<file path="src/rtl/core/dnsle_pkg.sv">
// ----------------------------------------------------------------------------
// dnsle_pkg
// shared types and constants of the dns name label encoder
// ----------------------------------------------------------------------------
package dnsle_pkg;

    localparam int BYTE_W = 8;
    localparam logic [BYTE_W-1:0] DOT_CHAR = 8'h2E;
    localparam logic [BYTE_W-1:0] ROOT_BYTE = 8'h00;
    localparam logic [BYTE_W-1:0] MAX_BYTES_RESET = 8'd255;

    // input item kinds
    localparam logic OP_CHAR = 1'b0;
    localparam logic OP_END  = 1'b1;

    typedef enum logic [2:0] {
        S_IDLE,
        S_LEN,
        S_RD,
        S_CHR,
        S_ROOT
    } seq_state_t;

    typedef struct packed {
        logic [BYTE_W-1:0] out_byte;
        logic              last;
        logic              overflow;
    } out_item_t;

endpackage

</file>
<file path="src/rtl/core/dnsle_label_ram.sv">
// ----------------------------------------------------------------------------
// dnsle_label_ram
// label character buffer, one write and one registered read port
// ----------------------------------------------------------------------------
module dnsle_label_ram
    import dnsle_pkg::*;
#(
    parameter int DEPTH = 62,
    parameter int AW    = 6
) (
    input  logic              aclk,
    input  logic              wr_en,
    input  logic [AW-1:0]     wr_addr,
    input  logic [BYTE_W-1:0] wr_data,
    input  logic              rd_en,
    input  logic [AW-1:0]     rd_addr,
    output logic [BYTE_W-1:0] rd_data
);

    logic [BYTE_W-1:0] mem [DEPTH];
    logic [BYTE_W-1:0] rd_data_reg;

    always_ff @(posedge aclk) begin
        if (wr_en) begin
            mem[wr_addr] <= wr_data;
        end
    end

    always_ff @(posedge aclk) begin
        if (rd_en) begin
            rd_data_reg <= mem[rd_addr];
        end
    end

    assign rd_data = rd_data_reg;

endmodule

</file>
<file path="src/rtl/core/dnsle_out_reg.sv">
// ----------------------------------------------------------------------------
// dnsle_out_reg
// output register between the sequencer and the result stream
// ----------------------------------------------------------------------------
module dnsle_out_reg
    import dnsle_pkg::*;
(
    input  logic              aclk,
    input  logic              aresetn,
    input  logic              in_valid,
    output logic              in_ready,
    input  out_item_t         in_item,
    output logic              m_tvalid,
    input  logic              m_tready,
    output logic [BYTE_W-1:0] m_tdata,
    output logic              m_tlast,
    output logic [0:0]        m_tuser
);

    logic      valid_reg;
    logic      valid_next;
    out_item_t item_reg;

    assign in_ready = !valid_reg || m_tready;

    always_comb begin
        valid_next = valid_reg;
        if (in_ready) begin
            valid_next = in_valid;
        end
    end

    always_ff @(posedge aclk) begin
        if (!aresetn) begin
            valid_reg <= 1'b0;
        end else begin
            valid_reg <= valid_next;
        end
    end

    always_ff @(posedge aclk) begin
        if (in_ready && in_valid) begin
            item_reg <= in_item;
        end
    end

    assign m_tvalid   = valid_reg;
    assign m_tdata    = item_reg.out_byte;
    assign m_tlast    = item_reg.last;
    assign m_tuser[0] = item_reg.overflow;

endmodule

</file>
<file path="src/rtl/core/dnsle_seq.sv">
// ----------------------------------------------------------------------------
// dnsle_seq
// label sequencer: buffers characters, reads the label back at a dot or end
// ----------------------------------------------------------------------------
module dnsle_seq
    import dnsle_pkg::*;
#(
    parameter int MAX_LABEL = 62,
    parameter int AW        = 6,
    parameter int LW        = 6
) (
    input  logic              aclk,
    input  logic              aresetn,
    input  logic              in_valid,
    output logic              in_ready,
    input  logic              in_op,
    input  logic [BYTE_W-1:0] in_char,
    input  logic [BYTE_W-1:0] max_bytes,
    output logic              out_valid,
    input  logic              out_ready,
    output out_item_t         out_item,
    output logic              ram_wr_en,
    output logic [AW-1:0]     ram_wr_addr,
    output logic [BYTE_W-1:0] ram_wr_data,
    output logic              ram_rd_en,
    output logic [AW-1:0]     ram_rd_addr,
    input  logic [BYTE_W-1:0] ram_rd_data
);

    localparam logic [LW-1:0] MAX_LEN = LW'(MAX_LABEL);

    seq_state_t        state_reg, state_next;
    logic [LW-1:0]     len_reg, len_next;
    logic [LW-1:0]     idx_reg, idx_next;
    logic [BYTE_W-1:0] bytes_reg, bytes_next;
    logic              lovf_reg, lovf_next;
    logic              started_reg, started_next;
    logic              item_ovf_reg, item_ovf_next;
    logic              is_end_reg, is_end_next;

    logic accept;
    logic push;
    logic room;
    logic room_after;
    logic last_char;
    logic is_dot;

    assign accept     = in_valid && in_ready;
    assign push       = out_valid && out_ready;
    assign is_dot     = (in_char == DOT_CHAR);
    assign room       = (bytes_reg < max_bytes);
    assign room_after = ({1'b0, bytes_reg} + 9'd1) < {1'b0, max_bytes};
    assign last_char  = ((idx_reg + LW'(1)) == len_reg);

    // next state
    always_comb begin
        state_next = state_reg;
        unique case (state_reg)
            S_IDLE: begin
                if (accept) begin
                    if (in_op == OP_END) begin
                        state_next = (started_reg && room) ? S_LEN : S_ROOT;
                    end else if (is_dot && room) begin
                        state_next = S_LEN;
                    end
                end
            end
            S_LEN: begin
                if (push) begin
                    if (len_reg != '0 && room_after) begin
                        state_next = S_RD;
                    end else begin
                        state_next = is_end_reg ? S_ROOT : S_IDLE;
                    end
                end
            end
            S_RD: begin
                state_next = S_CHR;
            end
            S_CHR: begin
                if (push) begin
                    if (!last_char && room_after) begin
                        state_next = S_RD;
                    end else begin
                        state_next = is_end_reg ? S_ROOT : S_IDLE;
                    end
                end
            end
            S_ROOT: begin
                if (push) begin
                    state_next = S_IDLE;
                end
            end
            default: state_next = S_IDLE;
        endcase
    end

    // outputs
    always_comb begin
        in_ready          = 1'b0;
        out_valid         = 1'b0;
        out_item.out_byte = ROOT_BYTE;
        out_item.last     = 1'b0;
        out_item.overflow = item_ovf_reg;
        ram_wr_en         = 1'b0;
        ram_wr_addr       = len_reg[AW-1:0];
        ram_wr_data       = in_char;
        ram_rd_en         = 1'b0;
        ram_rd_addr       = idx_reg[AW-1:0];
        unique case (state_reg)
            S_IDLE: begin
                in_ready  = 1'b1;
                ram_wr_en = accept && (in_op == OP_CHAR) && !is_dot && (len_reg < MAX_LEN);
            end
            S_LEN: begin
                out_valid         = 1'b1;
                out_item.out_byte = BYTE_W'(len_reg);
                out_item.last     = !is_end_reg && (len_reg == '0 || !room_after);
            end
            S_RD: begin
                ram_rd_en = 1'b1;
            end
            S_CHR: begin
                out_valid         = 1'b1;
                out_item.out_byte = ram_rd_data;
                out_item.last     = !is_end_reg && (last_char || !room_after);
            end
            S_ROOT: begin
                out_valid     = 1'b1;
                out_item.last = 1'b1;
            end
            default: begin
            end
        endcase
    end

    // label state
    always_comb begin
        len_next      = len_reg;
        idx_next      = idx_reg;
        bytes_next    = bytes_reg;
        lovf_next     = lovf_reg;
        started_next  = started_reg;
        item_ovf_next = item_ovf_reg;
        is_end_next   = is_end_reg;
        unique case (state_reg)
            S_IDLE: begin
                if (accept) begin
                    item_ovf_next = lovf_reg;
                    is_end_next   = (in_op == OP_END);
                    idx_next      = '0;
                    if (in_op == OP_CHAR) begin
                        started_next = 1'b1;
                        if (!is_dot) begin
                            if (len_reg < MAX_LEN) begin
                                len_next = len_reg + LW'(1);
                            end else begin
                                lovf_next = 1'b1;
                            end
                        end else if (!room) begin
                            // limit reached: the label closes with no bytes
                            len_next  = '0;
                            lovf_next = 1'b0;
                        end
                    end
                end
            end
            S_LEN: begin
                if (push) begin
                    bytes_next = bytes_reg + BYTE_W'(1);
                    if (!(len_reg != '0 && room_after)) begin
                        len_next  = '0;
                        lovf_next = 1'b0;
                    end
                end
            end
            S_RD: begin
            end
            S_CHR: begin
                if (push) begin
                    bytes_next = bytes_reg + BYTE_W'(1);
                    if (!last_char && room_after) begin
                        idx_next = idx_reg + LW'(1);
                    end else begin
                        len_next  = '0;
                        lovf_next = 1'b0;
                    end
                end
            end
            S_ROOT: begin
                if (push) begin
                    len_next     = '0;
                    bytes_next   = '0;
                    lovf_next    = 1'b0;
                    started_next = 1'b0;
                end
            end
            default: begin
            end
        endcase
    end

    always_ff @(posedge aclk) begin
        if (!aresetn) begin
            state_reg   <= S_IDLE;
            len_reg     <= '0;
            bytes_reg   <= '0;
            lovf_reg    <= 1'b0;
            started_reg <= 1'b0;
        end else begin
            state_reg   <= state_next;
            len_reg     <= len_next;
            bytes_reg   <= bytes_next;
            lovf_reg    <= lovf_next;
            started_reg <= started_next;
        end
    end

    always_ff @(posedge aclk) begin
        idx_reg      <= idx_next;
        item_ovf_reg <= item_ovf_next;
        is_end_reg   <= is_end_next;
    end

    a_len_bound: assert property (@(posedge aclk) disable iff (!aresetn)
        len_reg <= MAX_LEN)
        else $error("label length beyond buffer depth");

    a_rd_then_chr: assert property (@(posedge aclk) disable iff (!aresetn)
        state_reg == S_RD |=> state_reg == S_CHR)
        else $error("buffer read not followed by character transfer");

    a_limit: assert property (@(posedge aclk) disable iff (!aresetn)
        (push && state_reg != S_ROOT) |-> room)
        else $error("label byte sent beyond byte limit");

    a_idx_in_label: assert property (@(posedge aclk) disable iff (!aresetn)
        state_reg == S_CHR |-> idx_reg < len_reg)
        else $error("character index outside current label");

    a_root_clears: assert property (@(posedge aclk) disable iff (!aresetn)
        (push && state_reg == S_ROOT) |=> (len_reg == '0 && !started_reg && bytes_reg == '0))
        else $error("name state not cleared after root byte");

endmodule

</file>
<file path="src/rtl/core/dns_name_label_encoder_core.sv">
// ----------------------------------------------------------------------------
// dns_name_label_encoder_core
// dotted host name in, dns wire labels out, one byte per transfer
// ----------------------------------------------------------------------------
// flow: a plain character is buffered and gives no result; a dot or end
//   goes through the sequencer state register and then the output register
//   to show its first byte; one character per cycle while buffering; a
//   closing label sends its length byte, then each buffered byte needs a
//   buffer read state and a transfer state, the root byte after that at an end
// reset: aresetn is synchronous, active low; control state and max_bytes
//   return to reset values, the label buffer is not cleared
// ----------------------------------------------------------------------------
module dns_name_label_encoder_core
    import dnsle_pkg::*;
#(
    parameter int MAX_LABEL = 62
) (
    input  logic              aclk,
    input  logic              aresetn,
    // configuration: max_bytes write
    input  logic              cfg_valid,
    output logic              cfg_ready,
    input  logic [BYTE_W-1:0] cfg_data,
    // input stream
    input  logic              s_tvalid,
    output logic              s_tready,
    input  logic [BYTE_W-1:0] s_tdata,   // [7:0] char_byte
    input  logic [0:0]        s_tuser,   // [0] op (0 character, 1 end of name)
    // result stream
    output logic              m_tvalid,
    input  logic              m_tready,
    output logic [BYTE_W-1:0] m_tdata,   // [7:0] out_byte
    output logic              m_tlast,   // last byte caused by one input transfer
    output logic [0:0]        m_tuser    // [0] overflow
);

    // buffer address and label length widths
    localparam int AW = (MAX_LABEL > 1) ? $clog2(MAX_LABEL) : 1;
    localparam int LW = $clog2(MAX_LABEL + 1);

    logic [BYTE_W-1:0] max_bytes_reg;
    logic [BYTE_W-1:0] max_bytes_next;

    logic              seq_out_valid;
    logic              seq_out_ready;
    out_item_t         seq_out_item;

    logic              ram_wr_en;
    logic [AW-1:0]     ram_wr_addr;
    logic [BYTE_W-1:0] ram_wr_data;
    logic              ram_rd_en;
    logic [AW-1:0]     ram_rd_addr;
    logic [BYTE_W-1:0] ram_rd_data;

    // configuration is always taken; the user must write it only while idle, the block does not enforce this
    assign cfg_ready = 1'b1;

    always_comb begin
        max_bytes_next = max_bytes_reg;
        if (cfg_valid && cfg_ready) begin
            max_bytes_next = cfg_data;
        end
    end

    always_ff @(posedge aclk) begin
        if (!aresetn) begin
            max_bytes_reg <= MAX_BYTES_RESET;
        end else begin
            max_bytes_reg <= max_bytes_next;
        end
    end

    // sequencer: buffering, label readback, byte limit and root byte
    dnsle_seq #(
        .MAX_LABEL (MAX_LABEL),
        .AW        (AW),
        .LW        (LW)
    ) u_seq (
        .aclk        (aclk),
        .aresetn     (aresetn),
        .in_valid    (s_tvalid),
        .in_ready    (s_tready),
        .in_op       (s_tuser[0]),
        .in_char     (s_tdata),
        .max_bytes   (max_bytes_reg),
        .out_valid   (seq_out_valid),
        .out_ready   (seq_out_ready),
        .out_item    (seq_out_item),
        .ram_wr_en   (ram_wr_en),
        .ram_wr_addr (ram_wr_addr),
        .ram_wr_data (ram_wr_data),
        .ram_rd_en   (ram_rd_en),
        .ram_rd_addr (ram_rd_addr),
        .ram_rd_data (ram_rd_data)
    );

    // label character buffer
    dnsle_label_ram #(
        .DEPTH (MAX_LABEL),
        .AW    (AW)
    ) u_ram (
        .aclk    (aclk),
        .wr_en   (ram_wr_en),
        .wr_addr (ram_wr_addr),
        .wr_data (ram_wr_data),
        .rd_en   (ram_rd_en),
        .rd_addr (ram_rd_addr),
        .rd_data (ram_rd_data)
    );

    // output register toward the result stream
    dnsle_out_reg u_out (
        .aclk     (aclk),
        .aresetn  (aresetn),
        .in_valid (seq_out_valid),
        .in_ready (seq_out_ready),
        .in_item  (seq_out_item),
        .m_tvalid (m_tvalid),
        .m_tready (m_tready),
        .m_tdata  (m_tdata),
        .m_tlast  (m_tlast),
        .m_tuser  (m_tuser)
    );

endmodule

</file>
<file path="config.mk">
export PLATFORM = sky130hd
export DESIGN_NAME = dns_name_label_encoder_core
export DESIGN_NICKNAME = d
export VERILOG_FILES = /design/src/rtl/core/dnsle_pkg.sv /design/src/rtl/core/dnsle_label_ram.sv /design/src/rtl/core/dnsle_out_reg.sv /design/src/rtl/core/dnsle_seq.sv /design/src/rtl/core/dns_name_label_encoder_core.sv
export SDC_FILE = /design/constraint.sdc
export NUM_CORES = 1
export LEC_CHECK = 0
export ABC_CLOCK_PERIOD_IN_PS = 9000
export CAP_MARGIN = 30
export CORE_MARGIN = 4
export CORE_UTILIZATION = 45
export CTS_BUF_LIST = sky130_fd_sc_hd__clkbuf_4
export CTS_CLUSTER_SIZE = 25
export DETAILED_ROUTE_END_ITERATION = 6
export DONT_BUFFER_PORTS = 1
export RECOVER_POWER = 50
export SLEW_MARGIN = 5
export SYNTH_ARGS = -nofsm -noshare
export SYNTH_HDL_FRONTEND = slang
export SYNTH_SLANG_ARGS = --single-unit
</file>
<file path="constraint.sdc">
create_clock -name aclk -period 9 [get_ports aclk]
set_input_delay 0.45 -clock aclk [delete_from_list [all_inputs] [get_ports aclk]]
set_output_delay 0.45 -clock aclk [all_outputs]
set_load 0.05 [all_outputs]
</file>
==> impl_metrics.tcl, run 1 <==
set metrics [dict create \
    io_buffers 0 \
    synth_cell_types 64 \
    worst_pin_slew_ns 3.02 \
    arrival_ns 4.21 \
    largest_reg_flops 496 \
    gr-total-overflow 0 \
    yosysWarnings 0 \
    synth.avg_cell_area_sq_um 19.5 \
    leakage_nw 8.06 \
    clk_latency_ns 0.93 \
    setup_viol 0 \
    yosysTopAreaCellShare_pct 70.4 \
    violations "capacitance limit, slew limit" \
    antenna_left 0 \
    die-height_microns 230 \
    first_pass_iters 5 \
    finalHoldViolations 0 \
    r2r_end "u_seq.ram_rd_addr[3]" \
    setup.worst_path.end_class "flop" \
    routedWlPerCell_microns 24.2 \
    die_w_microns 230 \
    fmaxAchievable_mhz 274 \
    skew_ns 0.0473 \
    r2r-start "u_seq.bytes_reg[0]" \
    setup_ws_ns 5.35 \
    fp-row-count 81 \
    drv_cap 8 \
    ios 35 \
    nets 1306 \
    fin_crit_sh_pct 40.6 \
    die_area_sq_um 53100 \
    ir_drop_v 0.0000978 \
    final_core_util_pct 50.9 \
    wl_microns 49100 \
    crit_fanout 7 \
    fin_crit_ns 3.65 \
    grt_antenna_before_repair 7 \
    start_util_pct 45.5 \
    htreeDepth 4 \
    synth_edf_count 522 \
    largest-register "u_ram.mem" \
    drive_above_1_share_pct 29.0 \
    fin_setup_tns_ns 0 \
    cp.required_ns 9.56 \
    cts_tree "built" \
    synth_area_leaders "edfxtp_1 70%, mux4_2 15%, dfxtp_1 2.5%, nor2_1 1.5%, mux2i_1 1.2%" \
    crit_start "u_seq.bytes_reg[0]" \
    grt_start_max_net_pins 123 \
    ff2ff_setup_slack_ns 5.35 \
    status "finished, violations left" \
    cts.sinks 550 \
    maxSlewHeadroom_pct -101 \
    gp_congestion 0.849 \
    slew_violations 504 \
    ys_seq_area_share_pct 72.9 \
    ys.flop_type "edfxtp_1" \
    ff2ff_path_depth 10 \
    dr_total_vias 11400 \
    endpoint "u_seq.ram_rd_addr[3]" \
    async_reset_ff_share_pct 0 \
    fillers 4019 \
    rsz0062_at_grt "false" \
    cts_setup_buffers 0 \
    via_per_inst 5.61 \
    track_usage_pct 19.0 \
    grt_pass1_wl_microns 74100 \
    drtIter0Drc 1183 \
    area_delta_synth_final_pct 12.0 \
    ys_ff_latch 550 \
    grt_pass1_vias 11800 \
    drc 0 \
    coreArea_sq_um 49000 \
    pre_cts_slack_ns 5.36 \
    clockBufferDepth 3 \
    critical_path_class "reg -> reg" \
    syn_inst 1140 \
    clkTransAtPathRegs_ns 0.06 \
    p_per_area_nw_per_um2 212 \
    netlist_area_sq_um 22300 \
    worst_hold_path_type "in -> reg" \
    synth_nets 1180 \
    synth_largest_area_cell "edfxtp_1" \
    cp-start-kind "flop" \
    numCtsBuffers 143 \
    finalPower_mw 5.30 \
    ctsRootBufferMaster "clkbuf_4" \
    hpwlAfterDp_microns 27700 \
]
## layer usage
metal / part of all wire [%] / GRT usage, % / vias to the layer above / wire (microns)
li1: - / - / 4989 / -
met1: 43 / 27.1 / 5841 / 21200
met2: 47 / 28.1 / 483 / 22900
met3: 7.8 / 5.26 / 75 / 3840
met4: 2.3 / 7.49 / 0 / 1140
met5: 0 / 0 / - / 0
## metrics by stage
stage | cell area, sq um | hold slack, ns | instances
final | 24900 | 0.204 | 2031
after global routing | 24900 | 0.176 | 2024
after CTS | 25100 | 0.0604 | 2013
after detailed placement | 22800 | 0.423 | 1749
after global placement | 22800 | 0.423 | 1749
after floorplan | 22300 | 0.400 | 1140
## where the power goes
part	switching (mW)	internal, mW	total (mW)
Sequential	0.0223	2.82	2.84
Combinational	0.168	0.117	0.284
Clock	0.975	1.19	2.17
Total	1.16	4.13	5.30
## timing repair
item	in CTS	in global routing
hold buffers	29	0
endpoints found under the hold margin	533	0
resized for setup	0	0
## layout by cell type (no fill, tap or decap), types with 6 or more instances in the layout
master,Yosys,final
nor2b_1,10,10
dfxtp_1,28,28
nor2_1,90,90
clkbuf_4,0,202
dlygate4sd3_1,0,21
edfxtp_1,522,522
clkbuf_1,16,8
diode_2,0,11
o211ai_1,10,10
nor3_1,6,6
nand3_1,16,16
ha_1,18,18
mux4_2,146,146
o21ai_0,19,19
buf_4,6,9
mux2_2,8,8
nand2_1,42,42
mux2i_1,26,26
and3_1,12,12
clkinv_1,0,20
a21oi_1,15,15
inv_1,19,19
bufinv_16,0,6
xnor2_1,12,12
## worst max-delay path: stages (launching register included)
cell and delay, ns:
dfxtp_1 0.42, ha_1 0.24, and3_1 0.27, nand3_1 0.15
xnor2_1 0.16, ha_1 0.29, a21oi_1 0.13, o22ai_1 0.09
nor4_1 0.67, o31ai_1 0.16, o31ai_1 0.71
## cells in the mapped netlist (all sizes together), types with 6 or more instances
cell and n:
clkbuf 16, nand3 18, edfxtp 522, o21ai 22, xnor2 12, mux2i 26
and3 12, inv 19, dfxtp 28, o211ai 10, mux2 8, nand2 42
mux4 146, buf 44, ha 18, a21oi 15, nor3 6, nor2b 10
nor2 90
## area by class of cell
class | instances | area [sq um] | share of cell area (%)
sequential | 550 | 16200 | 65.1
multi-input combinational | 511 | 5610 | 22.5
clock buffer | 202 | 1520 | 6.08
tap | 664 | 831 | 3.33
timing repair buffer | 41 | 363 | 1.45
clock inverter | 33 | 287 | 1.15
inverter | 19 | 71.3 | 0.286
antenna | 11 | 27.5 | 0.110
## kinds of logic after synthesis
kind of cell / Yosys count / share of synthesized area, %
xor gates and xnor gates: 17 / 0.669
AOI/OAI and AO/OA: 86 / 2.66
and+or+nand+nor: 209 / 4.51
buffers and inverters: 79 / 1.88
other: 1 / 0.0168
muxes: 180 / 16.3
adders and majority gates: 18 / 1.01
DFF: 550 / 72.9
## how the worst min path moves through the flow
stage | start | end | slack (ns) | cells after the start
2_1_floorplan | u_seq.item_ovf_reg | u_out.m_tuser | 0.40 | 0
3_3_place_gp | u_seq.item_ovf_reg | u_out.m_tuser | 0.42 | 0
3_5_place_dp | u_seq.item_ovf_reg | u_out.m_tuser | 0.42 | 0
4_1_cts | s_tdata[2] | u_seq.ram_wr_addr[4] | 0.06 | 3
5_1_grt | cfg_data[0] | max_bytes_reg[0] | 0.18 | 3
6_report | s_tdata[2] | u_seq.ram_wr_addr[4] | 0.20 | 3
(Power assumes the default switching activity.)
==> inputs of run 2 (changes only) <==
Settings changed: ABC_CLOCK_PERIOD_IN_PS 9000 to 3300.
Clock period 9 ns to 3.3 ns, I/O delays scaled along.
==> impl_metrics.tcl, run 2 (synthesis results as in run 1) <==
set metrics [dict create \
    start_util_pct 45.5 \
    slew_violations 0 \
    cts.sinks 550 \
    area_delta_synth_final_pct 15.8 \
    worst_hold_path_type "in -> reg" \
    setup_viol 0 \
    fin_setup_tns_ns 0 \
    dr_total_vias 11500 \
    skew_ns 0.0565 \
    antenna_left 0 \
    track_usage_pct 19.0 \
    grt_pass1_vias 12300 \
    clkTransAtPathRegs_ns 0.07 \
    setup_ws_ns 0.299 \
    worst_pin_slew_ns 0.935 \
    hpwlAfterDp_microns 29600 \
    crit_fanout 15 \
    maxSlewHeadroom_pct 37.4 \
    first_pass_iters 5 \
    io_buffers 0 \
    fin_crit_sh_pct 90.9 \
    via_per_inst 5.44 \
    clockBufferDepth 3 \
    grt_start_max_net_pins 64 \
    numCtsBuffers 146 \
    critical_path_class "reg -> reg" \
    final_area_sq_um 25800 \
    leakage_nw 8.55 \
    rsz0062_at_grt "false" \
    ios 35 \
    hold_ws_ns 0.214 \
    finalHoldViolations 0 \
    cp.required_ns 4.08 \
    layout.cells.non_filler 2113 \
    arrival_ns 3.78 \
    ctsRootBufferMaster "clkbuf_4" \
    fp-row-count 81 \
    status "finished, final reports clean" \
    ir_drop_v 0.000361 \
    placedInstanceArea_sq_um 23400 \
    final_core_util_pct 52.7 \
    largest_reg_flops 496 \
    layout_common_cells "522 x edfxtp_1, 213 x clkbuf_4, 146 x mux4_2" \
    drc 0 \
    setup.worst_path.end_class "flop" \
    gp_congestion 0.849 \
    p_per_area_nw_per_um2 559 \
    largest-register "u_ram.mem" \
    die_w_microns 230 \
    cp-start-kind "flop" \
    register_area_sq_um 16200 \
    clk_latency_ns 0.89 \
    placed_cells 1824 \
    fmaxAchievable_mhz 333 \
    die-height_microns 230 \
    grt_pass1_wl_microns 75100 \
    coreArea_sq_um 49000 \
    gr-total-overflow 0 \
    multi_input_area_sq_um 5610 \
    die_area_sq_um 53100 \
    layout_commonest_cell "edfxtp_1" \
    htreeDepth 4 \
    finalPower_mw 14.4 \
    fin_crit_ns 3.00 \
    pre_cts_slack_ns 0.341 \
    cts_setup_buffers 0 \
    drv_cap 0 \
    cts_tree "built" \
    routedWlPerCell_microns 23.2 \
    fillers 3949 \
    nets 1388 \
    drtIter0Drc 985 \
    grt_antenna_before_repair 4 \
    drive_above_1_share_pct 33.1 \
    wl_microns 48900 \
]
[run 2: final cells by class]
| class | instances | area share, % |
|---|---|---|
| repair buffers | 120 | 4.68 |
| diodes | 4 | 0.0388 |
| multi-input cells | 511 | 21.8 |
| clock buffers | 213 | 6.20 |
| flip-flops and latches | 550 | 63.0 |
| well taps | 664 | 3.22 |
| clock inverters | 32 | 0.840 |
| inverters | 19 | 0.277 |
[run 2: worst paths after layout]
path / startpoint / end / slack, ns / depth (start not counted)
worst max-delay path: u_seq.state_reg[1] / u_seq.ram_wr_addr[4] / 0.30 / 8
worst min-delay path: m_tready / u_out.m_tvalid / 0.21 / 3
worst max register to register: u_seq.state_reg[1] / u_seq.ram_wr_addr[4] / 0.30 / 8
worst min register to register: u_seq.item_ovf_reg / u_out.m_tuser / 0.43 / 0
[run 2: worst max-delay path, cell delays in order (launching register included)]
cell and delay, ns:
dfxtp_1 0.30, clkbuf_1 0.37, nor3b_1 0.56, nand2_1 0.16, o31a_1 0.15, dlygate4sd3_1 0.59, a211oi_1 0.23, o21ai_2 0.17
o311a_1 0.36
[run 2: layer usage]
layer / vias to the layer above / GRT usage, % / share of wire, %
li1: 5161 / - / -
met3: 63 / 6.47 / 7.4
met5: - / 0 / 0.025
met1: 5856 / 25.8 / 43
met2: 412 / 29.2 / 48
met4: 2 / 6.67 / 1.7
[run 2: repair_timing]
item,CTS,global route
gates resized for setup,0,1
setup endpoints to repair,0,6
hold buffers,39,0
hold endpoints to repair,547,0
[run 2: report_power, final]
part           total [mW]  switching, mW  internal [mW]
sequential           7.73         0.0576           7.67
clock                5.83           2.65           3.17
combinational       0.865          0.489          0.375
total                14.4           3.20           11.2
